--- src/rtl/core/lsap_pkg.sv ---
// shared constants, payload types and the channel weight table of the line sensor array
package lsap_pkg;

   localparam int SENSOR_COUNT  = 13;
   localparam int SAMPLE_BITS   = 12;
   localparam int CH_BITS       = 4;
   localparam int RATIO_BITS    = 10;
   localparam int PROD_BITS     = SAMPLE_BITS + RATIO_BITS;
   localparam int DIV_CNT_BITS  = $clog2(RATIO_BITS + 1);
   localparam int WEIGHT_BITS   = 5;
   localparam int WPROD_BITS    = RATIO_BITS + WEIGHT_BITS;
   localparam int ERR_BITS      = 18;
   localparam int RUN_BITS      = 8;
   localparam int CSR_IDX_BITS  = 2;
   localparam int CSR_DATA_BITS = 10;

   localparam logic [RATIO_BITS-1:0]  RATIO_ONE    = RATIO_BITS'(1000);
   localparam logic [SAMPLE_BITS-1:0] FULL_SCALE   = {SAMPLE_BITS{1'b1}};
   localparam logic [CH_BITS-1:0]     LAST_CHANNEL = CH_BITS'(SENSOR_COUNT - 1);
   localparam logic [CH_BITS-1:0]     CENTER_CH    = CH_BITS'(6);
   localparam logic [RUN_BITS-1:0]    RUN_MAX      = {RUN_BITS{1'b1}};

   // item modes
   localparam logic [1:0] MODE_CAL_START  = 2'd0;
   localparam logic [1:0] MODE_CAL_SAMPLE = 2'd1;
   localparam logic [1:0] MODE_MEASURE    = 2'd2;
   localparam logic [1:0] MODE_UNUSED     = 2'd3;

   // register indexes
   localparam logic [CSR_IDX_BITS-1:0] CSR_DARK_THRESHOLD   = 2'd0;
   localparam logic [CSR_IDX_BITS-1:0] CSR_EDGE_THRESHOLD   = 2'd1;
   localparam logic [CSR_IDX_BITS-1:0] CSR_CENTER_THRESHOLD = 2'd2;
   localparam logic [CSR_IDX_BITS-1:0] CSR_FAULT_LIMIT      = 2'd3;

   typedef struct packed {
      logic [1:0]             mode;
      logic [CH_BITS-1:0]     channel;
      logic [SAMPLE_BITS-1:0] sample;
   } req_type;

   typedef struct packed {
      logic signed [ERR_BITS-1:0] position_error;
      logic                       crossing_seen;
      logic                       all_dark;
      logic                       fault;
   } rsp_type;

   typedef struct packed {
      logic                  start;
      logic                  step;
      logic [CH_BITS-1:0]    index;
      logic [RATIO_BITS-1:0] ratio;
   } scan_ctrl_type;

   typedef struct packed {
      logic signed [ERR_BITS-1:0] position_error;
      logic                       crossing_seen;
      logic                       all_dark;
   } scan_res_type;

   // weight in tenths, growing outward from the centre channel
   function automatic logic [WEIGHT_BITS-1:0] channel_weight(input logic [CH_BITS-1:0] ch);
      logic [WEIGHT_BITS-1:0] w;
      case (ch)
         4'd0, 4'd12: w = 5'd30;
         4'd1, 4'd11: w = 5'd26;
         4'd2, 4'd10: w = 5'd22;
         4'd3, 4'd9:  w = 5'd18;
         4'd4, 4'd8:  w = 5'd14;
         4'd5, 4'd7:  w = 5'd10;
         default:     w = 5'd0;
      endcase
      return w;
   endfunction

endpackage

--- src/rtl/core/line_sensor_array_position.sv ---
// top level of the line sensor array: calibration store, ratio sequencer and result register
//
//   channel  direction  ports                            carries
//   req      in         req_valid req_ready req_data     one channel sample item
//   rsp      out        rsp_valid rsp_ready rsp_data     scan result item
//   csr      in         csr_write_en csr_index csr_wdata threshold and limit writes
//
// calibration items and ignored items are handled in ST_IDLE; a measure item passes through
// ST_MUL and ST_DIV, where the shared restoring divider runs its ten steps.
// the last channel adds a sweep over the stored ratios in ST_SCAN, then ST_EMIT to emit.
// a scan result waits in the output register; a further result waits until it is taken.
// synchronous reset clears control state and the calibration levels and loads the default thresholds and limit.
module line_sensor_array_position
   import lsap_pkg::*;
(
   input  logic                     clock,
   input  logic                     reset,
   input  logic                     req_valid,
   output logic                     req_ready,
   input  req_type                  req_data,
   output logic                     rsp_valid,
   input  logic                     rsp_ready,
   output rsp_type                  rsp_data,
   input  logic                     csr_write_en,
   input  logic [CSR_IDX_BITS-1:0]  csr_index,
   input  logic [CSR_DATA_BITS-1:0] csr_wdata
);

   typedef enum logic [4:0] {
      ST_IDLE = 5'b00001,
      ST_MUL  = 5'b00010,
      ST_DIV  = 5'b00100,
      ST_SCAN = 5'b01000,
      ST_EMIT = 5'b10000
   } state_type;

   state_type                state_ff, state_in;
   req_type                  item_ff, item_in;
   logic [SAMPLE_BITS-1:0]   min_ff [SENSOR_COUNT];
   logic [SAMPLE_BITS-1:0]   min_in [SENSOR_COUNT];
   logic [SAMPLE_BITS-1:0]   max_ff [SENSOR_COUNT];
   logic [SAMPLE_BITS-1:0]   max_in [SENSOR_COUNT];
   logic [RATIO_BITS-1:0]    ratio_ff [SENSOR_COUNT];
   logic                     zero_span_ff, zero_span_in;
   logic [CH_BITS-1:0]       sweep_ff, sweep_in;
   logic [CSR_DATA_BITS-1:0] dark_thr_ff, edge_thr_ff, center_thr_ff;
   logic [RUN_BITS-1:0]      fault_limit_ff;
   logic [RUN_BITS-1:0]      dark_run_ff, dark_run_in;
   logic                     rsp_valid_ff, rsp_valid_in;
   rsp_type                  rsp_data_ff, rsp_data_in;

   logic                     accept;
   logic                     ch_ok;
   logic [SAMPLE_BITS-1:0]   lo, hi, clamped, diff, span;
   logic [PROD_BITS-1:0]     product;
   logic                     div_start, div_done;
   logic [RATIO_BITS-1:0]    quotient;
   logic                     ratio_we;
   logic [RATIO_BITS-1:0]    ratio_wdata;
   logic                     emit;
   scan_ctrl_type            scan_ctrl;
   scan_res_type             scan_res;

   assign req_ready = state_ff == ST_IDLE;
   assign accept    = req_valid & req_ready;
   assign ch_ok     = req_data.channel < CH_BITS'(SENSOR_COUNT);

   // ratio numerator: clamp into the span, then scale by one thousand
   always_comb begin
      lo      = min_ff[item_ff.channel];
      hi      = max_ff[item_ff.channel];
      clamped = item_ff.sample;
      if (clamped > hi) begin
         clamped = hi;
      end
      if (clamped < lo) begin
         clamped = lo;
      end
      diff    = clamped - lo;
      span    = hi - lo;
      product = PROD_BITS'(diff * RATIO_ONE);
   end

   assign div_start = state_ff == ST_MUL;

   lsap_divider u_divider (
      .clock     (clock),
      .reset     (reset),
      .start     (div_start),
      .numerator (product),
      .divisor   (span),
      .done      (div_done),
      .quotient  (quotient)
   );

   assign ratio_we    = (state_ff == ST_DIV) && div_done;
   assign ratio_wdata = zero_span_ff ? '0 : quotient;
   assign emit        = (state_ff == ST_EMIT) && (!rsp_valid_ff || rsp_ready);

   always_comb begin
      scan_ctrl.start = ratio_we && (item_ff.channel == LAST_CHANNEL);
      scan_ctrl.step  = state_ff == ST_SCAN;
      scan_ctrl.index = sweep_ff;
      scan_ctrl.ratio = ratio_ff[sweep_ff];
   end

   lsap_scan u_scan (
      .clock            (clock),
      .ctrl             (scan_ctrl),
      .dark_threshold   (dark_thr_ff),
      .edge_threshold   (edge_thr_ff),
      .center_threshold (center_thr_ff),
      .res              (scan_res)
   );

   always_comb begin
      state_in     = state_ff;
      item_in      = item_ff;
      min_in       = min_ff;
      max_in       = max_ff;
      zero_span_in = zero_span_ff;
      sweep_in     = sweep_ff;
      dark_run_in  = dark_run_ff;
      rsp_valid_in = rsp_valid_ff & ~rsp_ready;
      rsp_data_in  = rsp_data_ff;
      case (state_ff)
         ST_IDLE: begin
            if (accept) begin
               item_in = req_data;
               case (req_data.mode)
                  MODE_CAL_START: begin
                     for (int k = 0; k < SENSOR_COUNT; k++) begin
                        min_in[k] = FULL_SCALE;
                        max_in[k] = '0;
                     end
                  end
                  MODE_CAL_SAMPLE: begin
                     if (ch_ok) begin
                        if (req_data.sample > max_ff[req_data.channel]) begin
                           max_in[req_data.channel] = req_data.sample;
                        end
                        if (req_data.sample < min_ff[req_data.channel]) begin
                           min_in[req_data.channel] = req_data.sample;
                        end
                     end
                  end
                  MODE_MEASURE: begin
                     if (ch_ok) begin
                        state_in = ST_MUL;
                     end
                  end
                  default: begin
                  end
               endcase
            end
         end
         ST_MUL: begin
            zero_span_in = hi <= lo;
            state_in     = ST_DIV;
         end
         ST_DIV: begin
            if (div_done) begin
               if (item_ff.channel == LAST_CHANNEL) begin
                  sweep_in = '0;
                  state_in = ST_SCAN;
               end else begin
                  state_in = ST_IDLE;
               end
            end
         end
         ST_SCAN: begin
            sweep_in = sweep_ff + 1'b1;
            if (sweep_ff == LAST_CHANNEL) begin
               state_in = ST_EMIT;
            end
         end
         ST_EMIT: begin
            if (emit) begin
               if (scan_res.all_dark) begin
                  if (dark_run_ff != RUN_MAX) begin
                     dark_run_in = dark_run_ff + 1'b1;
                  end
               end else begin
                  dark_run_in = '0;
               end
               rsp_data_in.position_error = scan_res.position_error;
               rsp_data_in.crossing_seen  = scan_res.crossing_seen;
               rsp_data_in.all_dark       = scan_res.all_dark;
               rsp_data_in.fault          = dark_run_in > fault_limit_ff;
               rsp_valid_in               = 1'b1;
               state_in                   = ST_IDLE;
            end
         end
         default: begin
            state_in = ST_IDLE;
         end
      endcase
   end

   always_ff @(posedge clock) begin
      item_ff      <= item_in;
      zero_span_ff <= zero_span_in;
      sweep_ff     <= sweep_in;
      rsp_data_ff  <= rsp_data_in;
      if (ratio_we) begin
         ratio_ff[item_ff.channel] <= ratio_wdata;
      end
      if (reset) begin
         state_ff       <= ST_IDLE;
         rsp_valid_ff   <= 1'b0;
         dark_run_ff    <= '0;
         dark_thr_ff    <= CSR_DATA_BITS'(600);
         edge_thr_ff    <= CSR_DATA_BITS'(500);
         center_thr_ff  <= CSR_DATA_BITS'(800);
         fault_limit_ff <= RUN_BITS'(110);
         for (int k = 0; k < SENSOR_COUNT; k++) begin
            min_ff[k] <= '0;
            max_ff[k] <= '0;
         end
      end else begin
         state_ff     <= state_in;
         rsp_valid_ff <= rsp_valid_in;
         dark_run_ff  <= dark_run_in;
         min_ff       <= min_in;
         max_ff       <= max_in;
         if (csr_write_en) begin
            case (csr_index)
               CSR_DARK_THRESHOLD:   dark_thr_ff    <= csr_wdata;
               CSR_EDGE_THRESHOLD:   edge_thr_ff    <= csr_wdata;
               CSR_CENTER_THRESHOLD: center_thr_ff  <= csr_wdata;
               CSR_FAULT_LIMIT:      fault_limit_ff <= csr_wdata[RUN_BITS-1:0];
               default: begin
               end
            endcase
         end
      end
   end

   assign rsp_valid = rsp_valid_ff;
   assign rsp_data  = rsp_data_ff;

endmodule

--- src/rtl/core/lsap_divider.sv ---
// restoring divider, one quotient bit per cycle, for the channel ratio
module lsap_divider
   import lsap_pkg::*;
(
   input  logic                   clock,
   input  logic                   reset,
   input  logic                   start,
   input  logic [PROD_BITS-1:0]   numerator,
   input  logic [SAMPLE_BITS-1:0] divisor,
   output logic                   done,
   output logic [RATIO_BITS-1:0]  quotient
);

   logic [SAMPLE_BITS-1:0]  rem_ff, rem_in;
   logic [RATIO_BITS-1:0]   low_ff, low_in;
   logic [SAMPLE_BITS-1:0]  divisor_ff, divisor_in;
   logic [DIV_CNT_BITS-1:0] count_ff, count_in;
   logic                    busy_ff, busy_in;
   logic                    done_ff, done_in;
   logic [SAMPLE_BITS:0]    trial;
   logic [SAMPLE_BITS:0]    diff;
   logic                    ge;

   // quotient is below 1024, so the top bits of the numerator are already below the divisor
   always_comb begin
      trial      = {rem_ff, low_ff[RATIO_BITS-1]};
      ge         = trial >= {1'b0, divisor_ff};
      diff       = trial - {1'b0, divisor_ff};
      rem_in     = rem_ff;
      low_in     = low_ff;
      divisor_in = divisor_ff;
      count_in   = count_ff;
      busy_in    = busy_ff;
      done_in    = 1'b0;
      if (start) begin
         rem_in     = numerator[PROD_BITS-1:RATIO_BITS];
         low_in     = numerator[RATIO_BITS-1:0];
         divisor_in = divisor;
         count_in   = DIV_CNT_BITS'(RATIO_BITS);
         busy_in    = 1'b1;
      end else if (busy_ff) begin
         rem_in   = ge ? diff[SAMPLE_BITS-1:0] : trial[SAMPLE_BITS-1:0];
         low_in   = {low_ff[RATIO_BITS-2:0], ge};
         count_in = count_ff - 1'b1;
         if (count_ff == DIV_CNT_BITS'(1)) begin
            busy_in = 1'b0;
            done_in = 1'b1;
         end
      end
   end

   always_ff @(posedge clock) begin
      rem_ff     <= rem_in;
      low_ff     <= low_in;
      divisor_ff <= divisor_in;
      count_ff   <= count_in;
      if (reset) begin
         busy_ff <= 1'b0;
         done_ff <= 1'b0;
      end else begin
         busy_ff <= busy_in;
         done_ff <= done_in;
      end
   end

   assign done     = done_ff;
   assign quotient = low_ff;

endmodule

--- src/rtl/core/lsap_scan.sv ---
// end-of-scan sweep: weighted position sum, dark and crossing flags, one channel a cycle
module lsap_scan
   import lsap_pkg::*;
(
   input  logic                     clock,
   input  scan_ctrl_type            ctrl,
   input  logic [CSR_DATA_BITS-1:0] dark_threshold,
   input  logic [CSR_DATA_BITS-1:0] edge_threshold,
   input  logic [CSR_DATA_BITS-1:0] center_threshold,
   output scan_res_type             res
);

   logic signed [ERR_BITS-1:0] err_ff, err_in;
   logic                       dark_ff, dark_in;
   logic                       edge_l_ff, edge_l_in;
   logic                       edge_r_ff, edge_r_in;
   logic                       center_ff, center_in;
   logic [WPROD_BITS-1:0]      wprod;
   logic signed [ERR_BITS-1:0] term;
   logic                       at_edge;

   always_comb begin
      wprod     = WPROD_BITS'(ctrl.ratio * channel_weight(ctrl.index));
      term      = $signed(ERR_BITS'(wprod));
      at_edge   = ctrl.ratio <= edge_threshold;
      err_in    = err_ff;
      dark_in   = dark_ff;
      edge_l_in = edge_l_ff;
      edge_r_in = edge_r_ff;
      center_in = center_ff;
      if (ctrl.start) begin
         err_in    = '0;
         dark_in   = 1'b1;
         edge_l_in = 1'b0;
         edge_r_in = 1'b0;
         center_in = 1'b0;
      end else if (ctrl.step) begin
         // left side adds, right side subtracts, centre has no weight
         if (ctrl.index < CENTER_CH) begin
            err_in = err_ff + term;
         end else if (ctrl.index > CENTER_CH) begin
            err_in = err_ff - term;
         end
         dark_in = dark_ff & (ctrl.ratio >= dark_threshold);
         if ((ctrl.index == 4'd0 || ctrl.index == 4'd1) && at_edge) begin
            edge_l_in = 1'b1;
         end
         if ((ctrl.index == 4'd11 || ctrl.index == LAST_CHANNEL) && at_edge) begin
            edge_r_in = 1'b1;
         end
         if (ctrl.index == CENTER_CH) begin
            center_in = ctrl.ratio <= center_threshold;
         end
      end
   end

   always_ff @(posedge clock) begin
      err_ff    <= err_in;
      dark_ff   <= dark_in;
      edge_l_ff <= edge_l_in;
      edge_r_ff <= edge_r_in;
      center_ff <= center_in;
   end

   assign res.position_error = err_ff;
   assign res.crossing_seen  = edge_l_ff & edge_r_ff & center_ff;
   assign res.all_dark       = dark_ff;

endmodule
--- config.mk ---
export PLATFORM = sky130hd
export DESIGN_NAME = line_sensor_array_position
export DESIGN_NICKNAME = d
export VERILOG_FILES = /design/src/rtl/core/lsap_pkg.sv /design/src/rtl/core/line_sensor_array_position.sv /design/src/rtl/core/lsap_divider.sv /design/src/rtl/core/lsap_scan.sv
export SDC_FILE = /design/constraint.sdc
export NUM_CORES = 2
export LEC_CHECK = 0
export BUFFER_PORTS_ARGS = -buffer_cell sky130_fd_sc_hd__buf_2
export CORE_ASPECT_RATIO = 0.7
export CORE_MARGIN = 2
export CORE_UTILIZATION = 50
export CTS_CLUSTER_SIZE = 8
export DETAILED_ROUTE_END_ITERATION = 12
export PLACE_DENSITY = 0.65
export SYNTH_ARGS = -nofsm -noshare
export SYNTH_HDL_FRONTEND = slang
export SYNTH_SLANG_ARGS = --single-unit
--- constraint.sdc ---
create_clock -name clock -period 12.8 [get_ports clock]
set_clock_uncertainty 0.05 [all_clocks]
set_input_delay 1.28 -clock clock [delete_from_list [all_inputs] [get_ports clock]]
set_output_delay 1.28 -clock clock [all_outputs]
set_load 0.005 [all_outputs]
# Word-level counts from Yosys, hierarchy flattened

Memories as Yosys holds them, arrays and structs flattened. A register that Yosys moved wholly into a read port is not among the register bits.
Cells that the tools add are included.

Bits in registers: 468
Bits in writable memories: 130
ROM bits: 64
Input bits: 35
Output and inout port bits: 23
Word-level logic and storage cells: 206
Memories: 2

Memories:

| memory           | depth | width | read ports | clocked after Yosys merged registers in | wr ports | RTL line                         | source |
|---|---|---|---|---|---|---|---|
| ratio_ff         | 13    | 10    | 1          | 1                                       | 1        | line_sensor_array_position.sv:43 | `logic [RATIO_BITS-1:0] ratio_ff [SENSOR_COUNT];` |
| (name not given) | 16    | 4     | 1          | 1                                       | 0        | lsap_pkg.sv:64                   | `case (ch)` |

Add/sub/neg operators: 8
Multipliers: 2
Magnitude comparators: 16
Equality and inequality tests: 27
Mux-type cells: 57
Bitwise gates (word level): 9
Reductions and logical operators: 32

Operator list:

| operator                | count |
|---|---|
| $mux W156               | 4 |
| $pmux W156 S2           | 2 |
| $bwmux W156             | 2 |
| $bmux W12 S4            | 4 |
| $mux W12                | 14 |
| $demux W12 S4           | 1 |
| $mux W18                | 2 |
| $sub A12 B12 Y12        | 3 |
| $mux W8                 | 4 |
| $mux W10                | 3 |
| $mux W5                 | 6 |
| $pmux W5 S5             | 1 |
| $gt A12 B12 Y1          | 2 |
| $lt A12 B12 Y1          | 2 |
| $le A10 B10 Y1          | 2 |
| $mux W4                 | 5 |
| $reduce_and A2 Y1       | 10 |
| $mul A12 B7 Y19 const B | 1 |
| $add A18 B16 Y18        | 1 |
| $sub A18 B16 Y18        | 1 |
| $mul A10 B5 Y15         | 1 |
| $ge A13 B12 Y1          | 1 |
| $eq A4 B4 Y1 const B    | 3 |
| $le A12 B12 Y1          | 1 |
| 37 further kinds        | 75 |

# Logic depth before layout (Yosys ltp)

Depth in word-level cells: 11
Depth in mapped cells: 52

# Cells and area by module

A second synthesis with hierarchy kept.

Cells, all modules: 3177
Area total of the unflattened synthesis: 34540.6 µm²

By module, submodules not included:

| module                     | instances | cells each | area each (µm²) |
|---|---|---|---|
| line_sensor_array_position | 1         | 2480       | 28339.7 |
| lsap_scan                  | 1         | 492        | 3958.8 |
| lsap_divider               | 1         | 205        | 2242.2 |

# Least setup slack after synthesis

No wires, ideal clock.

Path kind: register -> register
From: register item_ff[12] (netlist name)
To: register u_divider.rem_ff[11] (data pin)
Setup time: 0.268 ns
Arrival: 10.779 ns
Required time: 12.482 ns
Path slack: 1.703 ns
Stages on the path, launching flop included: 51
Path buffers: 7
Cells stage by stage: edfxtp_1 > buf_2 > buf_2 > buf_2 > buf_2 > mux4_2 > a22oi_1 > o21ai_0 > inv_1 > ha_1 > a21o_1 > a21o_1 > a21oi_1 > or2_2 > a31oi_1 > clkbuf_1 > clkbuf_1 > nand2_1 > [15 not listed] > a21oi_1 > a21oi_1 > xor2_1 > inv_1 > xnor2_1 > inv_1 > fa_1 > fa_1 > fa_1 > inv_1 > ha_1 > a21oi_1 > nor2b_1 > a311o_1 > o31a_1 > a221oi_1 > xnor2_1 > o21ai_0

Longest elaborated chain between the ends: 11
Elaborated cells on any way between the ends: 14
Classes of those cells: add/sub (1); mul (1); order compare (2); mux (9); bitwise (1)

Ends and longest elaborated chain:

| item                                        | RTL line                                                           | source |
|---|---|---|
| start: declaration                          | line_sensor_array_position.sv:38                                   | `req_type item_ff, item_in;` |
| start signal: assignment                    | line_sensor_array_position.sv:201                                  | `item_ff <= item_in;` |
| $not A4 Y5 (not written as such) *          | line_sensor_array_position.sv:70, line_sensor_array_position.sv:71 |  |
| $bmux W12 S4                                | line_sensor_array_position.sv:71                                   | `hi = max_ff[item_ff.channel];` |
| $mux W12 (not written as such) (2 in a row) | line_sensor_array_position.sv:71                                   |  |
| $gt A12 B12 Y1                              | line_sensor_array_position.sv:73                                   | `if (clamped > hi) begin` |
| $mux W12                                    | line_sensor_array_position.sv:73                                   |  |
| $lt A12 B12 Y1                              | line_sensor_array_position.sv:76                                   | `if (clamped < lo) begin` |
| $mux W12                                    | line_sensor_array_position.sv:76                                   |  |
| $sub A12 B12 Y12 *                          | line_sensor_array_position.sv:79                                   | `diff = clamped - lo;` |
| $mul A12 B7 Y19 *                           | line_sensor_array_position.sv:81                                   | `product = PROD_BITS'(diff * RATIO_ONE);` |
| $mux W12 *                                  | lsap_divider.sv:35                                                 | `if (start) begin` |
| net u_divider.rem_in[11]                    | lsap_divider.sv:14                                                 | `logic [SAMPLE_BITS-1:0] rem_ff, rem_in;` |
| end signal: assignment                      | lsap_divider.sv:53                                                 | `rem_ff <= rem_in;` |
| end: declaration                            | lsap_divider.sv:14                                                 |  |

Mark *: on every way through the listed nets, which the timed path passes. The rest lies on a longest branch. The select of a mux whose other input is x is not followed.
A chain may end at the register's enable or synchronous reset.

# Worst setup path in the final report

From: register item_ff[13] (netlist name)
To: register u_divider.rem_ff[11] (data pin)

Same word-level chain as after synthesis.

==> flow_summary.ini <==
[run]
drv_cap = 0

[worst_setup_path]
path_class = reg2reg
critPathSlowestCell = edfxtp_1
cp.arrival_ns = 12.18
slowest_delay_ns = 0.80
crit_top_cell = a21o_1
r2r_start = item_ff[13]
cp-end-kind = flop
cp-startpoint = item_ff[13]
critPathLaunchType = flop
worstPathRequired_ns = 13.09
r2r_setup_slack_ns = 0.91
r2r-end = u_divider.rem_ff[11]
crit_fanout = 33
reg2regPathDepth = 48
cp-endpoint = u_divider.rem_ff[11]

[yosys]
synthesis.nets = 3649
ys_types = 76
ys.warnings.count = 0
ys_ff_latch = 604
synth_ff_type = dfxtp_1
synth_edf_count = 202
syn-mean-instance-area_sq_um = 10.60
yosysSeqAreaShare_pct = 39.76
async_reset_ff_share_pct = 0
synth_cells = 3350
syn-cell-area_sq_um = 35500

[detailed_routing]
drc = 0
routed_via_density = 6.385
routed_wl_um = 102300
ant_nets = 0
num_vias = 27480
first_pass_iters = 6
drtIter0Drc = 2897
routedWlPerCell_um = 23.76

[global_route]
grt_max_degree = 122
grt.total_usage_pct = 27.97
grt_overflow = 0
antenna_found_initial = 2
grt_first_pass_wirelength_um = 158300
grt_pass1_vias = 26960

[sta]
rsz0062_at_grt = false
hold_viol_final = 0
timing.final.crit_share_pct = 92.86
slew_headroom_pct = 4.649
max_freq_mhz = 84.13
finalSetupViolations = 0
worst_slew_pin_slew_ns = 1.423
fin_setup_tns_ns = 0
period_needed_ns = 11.89
drv_slew = 0

[cts]
cts_buffers = 85
clockBufferDepth = 3
htreeDepth = 3
cts_setup_buffers = 0
cts_tree = built
clock-sinks = 604
path_clk_slew_ns = 0.05
clockRootBuffer = clkbuf_16
clk_latency_ns = 0.66

[hold_path]
hold_class = reg2reg
worstHoldStart = u_scan.err_ff[17]

[place]
place_congestion = 0.9098
dp_hpwl_um = 70090
portBuffers = 56

[die]
die_x_um = 322.5
start_util_pct = 50.69
core_area_sq_um = 70030
ios = 58
dieArea_sq_um = 73170
rows = 81
die_h_um = 226.9

[cells_and_area]
drive_above_1_share_pct = 13.11
areaGrowthSynthToFinish_pct = 9.972
nets = 3603

[run_status]
outcome = finished clean
-- cell usage after synthesis, types with 48 or more instances --
library cell	count	area, sq um
o21ai_0	75	375.4
ha_1	215	2690
nand2_1	185	694.4
inv_1	189	709.4
edfxtp_1	202	6066
xnor2_1	60	525.5
a21o_1	48	360.4
a21oi_1	288	1441
mux4_2	174	3919
a211oi_1	173	1299
nor2_1	190	713.2
mux2i_1	80	800.8
a32o_1	145	1451
fa_1	49	980.9
clkbuf_1	173	649.4
dfxtp_1	402	8048
nor2b_1	210	1314
-- worst min-delay path by stage --
| stage | end | slack, ns | depth (start not counted) |
|---|---|---|---|
| after detailed placement | rsp_data[20] | 0.40 | 0 |
| final | rsp_data[20] | 0.41 | 0 |
| after global placement | rsp_data[20] | 0.39 | 0 |
| after global routing | rsp_data[17] | 0.43 | 0 |
| after floorplan | u_scan.err_ff[17] | 0.38 | 1 |
| after CTS | edge_thr_ff[3] | 0.41 | 2 |
-- cell type report --
class	instances	area, sq um
inverter	190	713.2
clock buffer	124	2283
antenna	2	5.005
timing repair buffer	121	808.3
sequential	604	14110
clock inverter	7	186.4
multi-input combinational	2302	19730
fill	5873	31000
tap	954	1194
-- cells by family (layout without fill, tap and decap cells) --
| logic type | count (synthesis) | in the layout | share of synthesized area [%] |
|---|---|---|---|
| mux | 269 | 269 | 14.03 |
| buf+inv | 444 | 442 | 4.893 |
| other cells | 1 | 3 | 0.01056 |
| flops | 604 | 604 | 39.76 |
| fa+ha+maj | 265 | 265 | 10.37 |
| xor+xnor | 89 | 89 | 2.196 |
| simple gates | 796 | 796 | 11.28 |
| compound gates | 882 | 882 | 17.46 |
-- critical path, delay by kind of cell (launching register included) --
family | cells | cell delay [ns]
fa+ha+maj | 8 | 2.99
mux | 2 | 0.38
xor+xnor | 3 | 0.76
simple gates | 3 | 0.40
buf+inv | 7 | 1.08
compound gates | 25 | 5.11
flops | 1 | 0.80
-- cell usage in the layout (no fill, tap or decap), drive strengths merged, types with 13 or more instances in the layout --
cell    netlist  final
dfxtp       402    402
a21oi       288    288
ha          215    215
nor2b       210    210
edfxtp      202    202
nor2        200    200
inv         190    191
nand2       185    185
mux4        180    180
a211oi      174    174
a32o        145    145
clkbuf      173    124
buf          81    121
mux2i        80     80
o21ai        77     77
xnor2        60     60
fa           49     49
a21o         48     48
nor3         40     40
nand3        37     37
a221oi       36     36
xor2         29     29
nand2b       27     27
nand4        23     23
and2         22     22
a211o        17     17
a31oi        16     16
a22oi        13     13
-- what timing repair did --
action,4_1_cts,5_1_grt
endpoints found under the setup margin,0,2
hold buffers,0,0
resized for setup,0,2
-- through the flow --
| step | worst slack [ns] | util (%) | cell area [sq um] | hold WS [ns] | instances |
|---|---|---|---|---|---|
| finish | 0.9136 | 55.74 | 39030 | 0.4063 | 4304 |
| global route | 0.05569 | 55.74 | 39030 | 0.4292 | 4303 |
| CTS | 0.9229 | 55.72 | 39020 | 0.4077 | 4302 |
| detailed placement | 0.9821 | 52.19 | 36550 | 0.3967 | 4171 |
| global placement | 1.218 | 52.19 | 36550 | 0.3895 | 4171 |
| floorplan | 1.703 | - | 35500 | 0.3788 | 3350 |
-- layer usage --
layer | vias to the layer above | GRT usage [%] | part of all wire [%]
li1 | 12440 | - | -
met1 | 13580 | 41.67 | 45
met2 | 1283 | 40.71 | 42
met3 | 177 | 6.002 | 10
met4 | 0 | 8.276 | 2.4
met5 | - | 0 | 0
-- sequential cells by signal, summed over array words and instances (netlist names), 4 cells and up, named ones only --
name and count:
u_divider.divisor_ff 12, state_ff 5, u_scan.err_ff 17, ratio_ff 130
edge_thr_ff 10, min_ff 156, dark_run_ff 8, max_ff 156
item_ff 16, u_divider.count_ff 4, center_thr_ff 10, fault_limit_ff 8
u_divider.quotient 10, dark_thr_ff 10, sweep_ff 4, rsp_data 20
u_divider.rem_ff 12
Power is not shown: default switching activity piles up to over one toggle a cycle in this logic, so the estimate is an artifact.
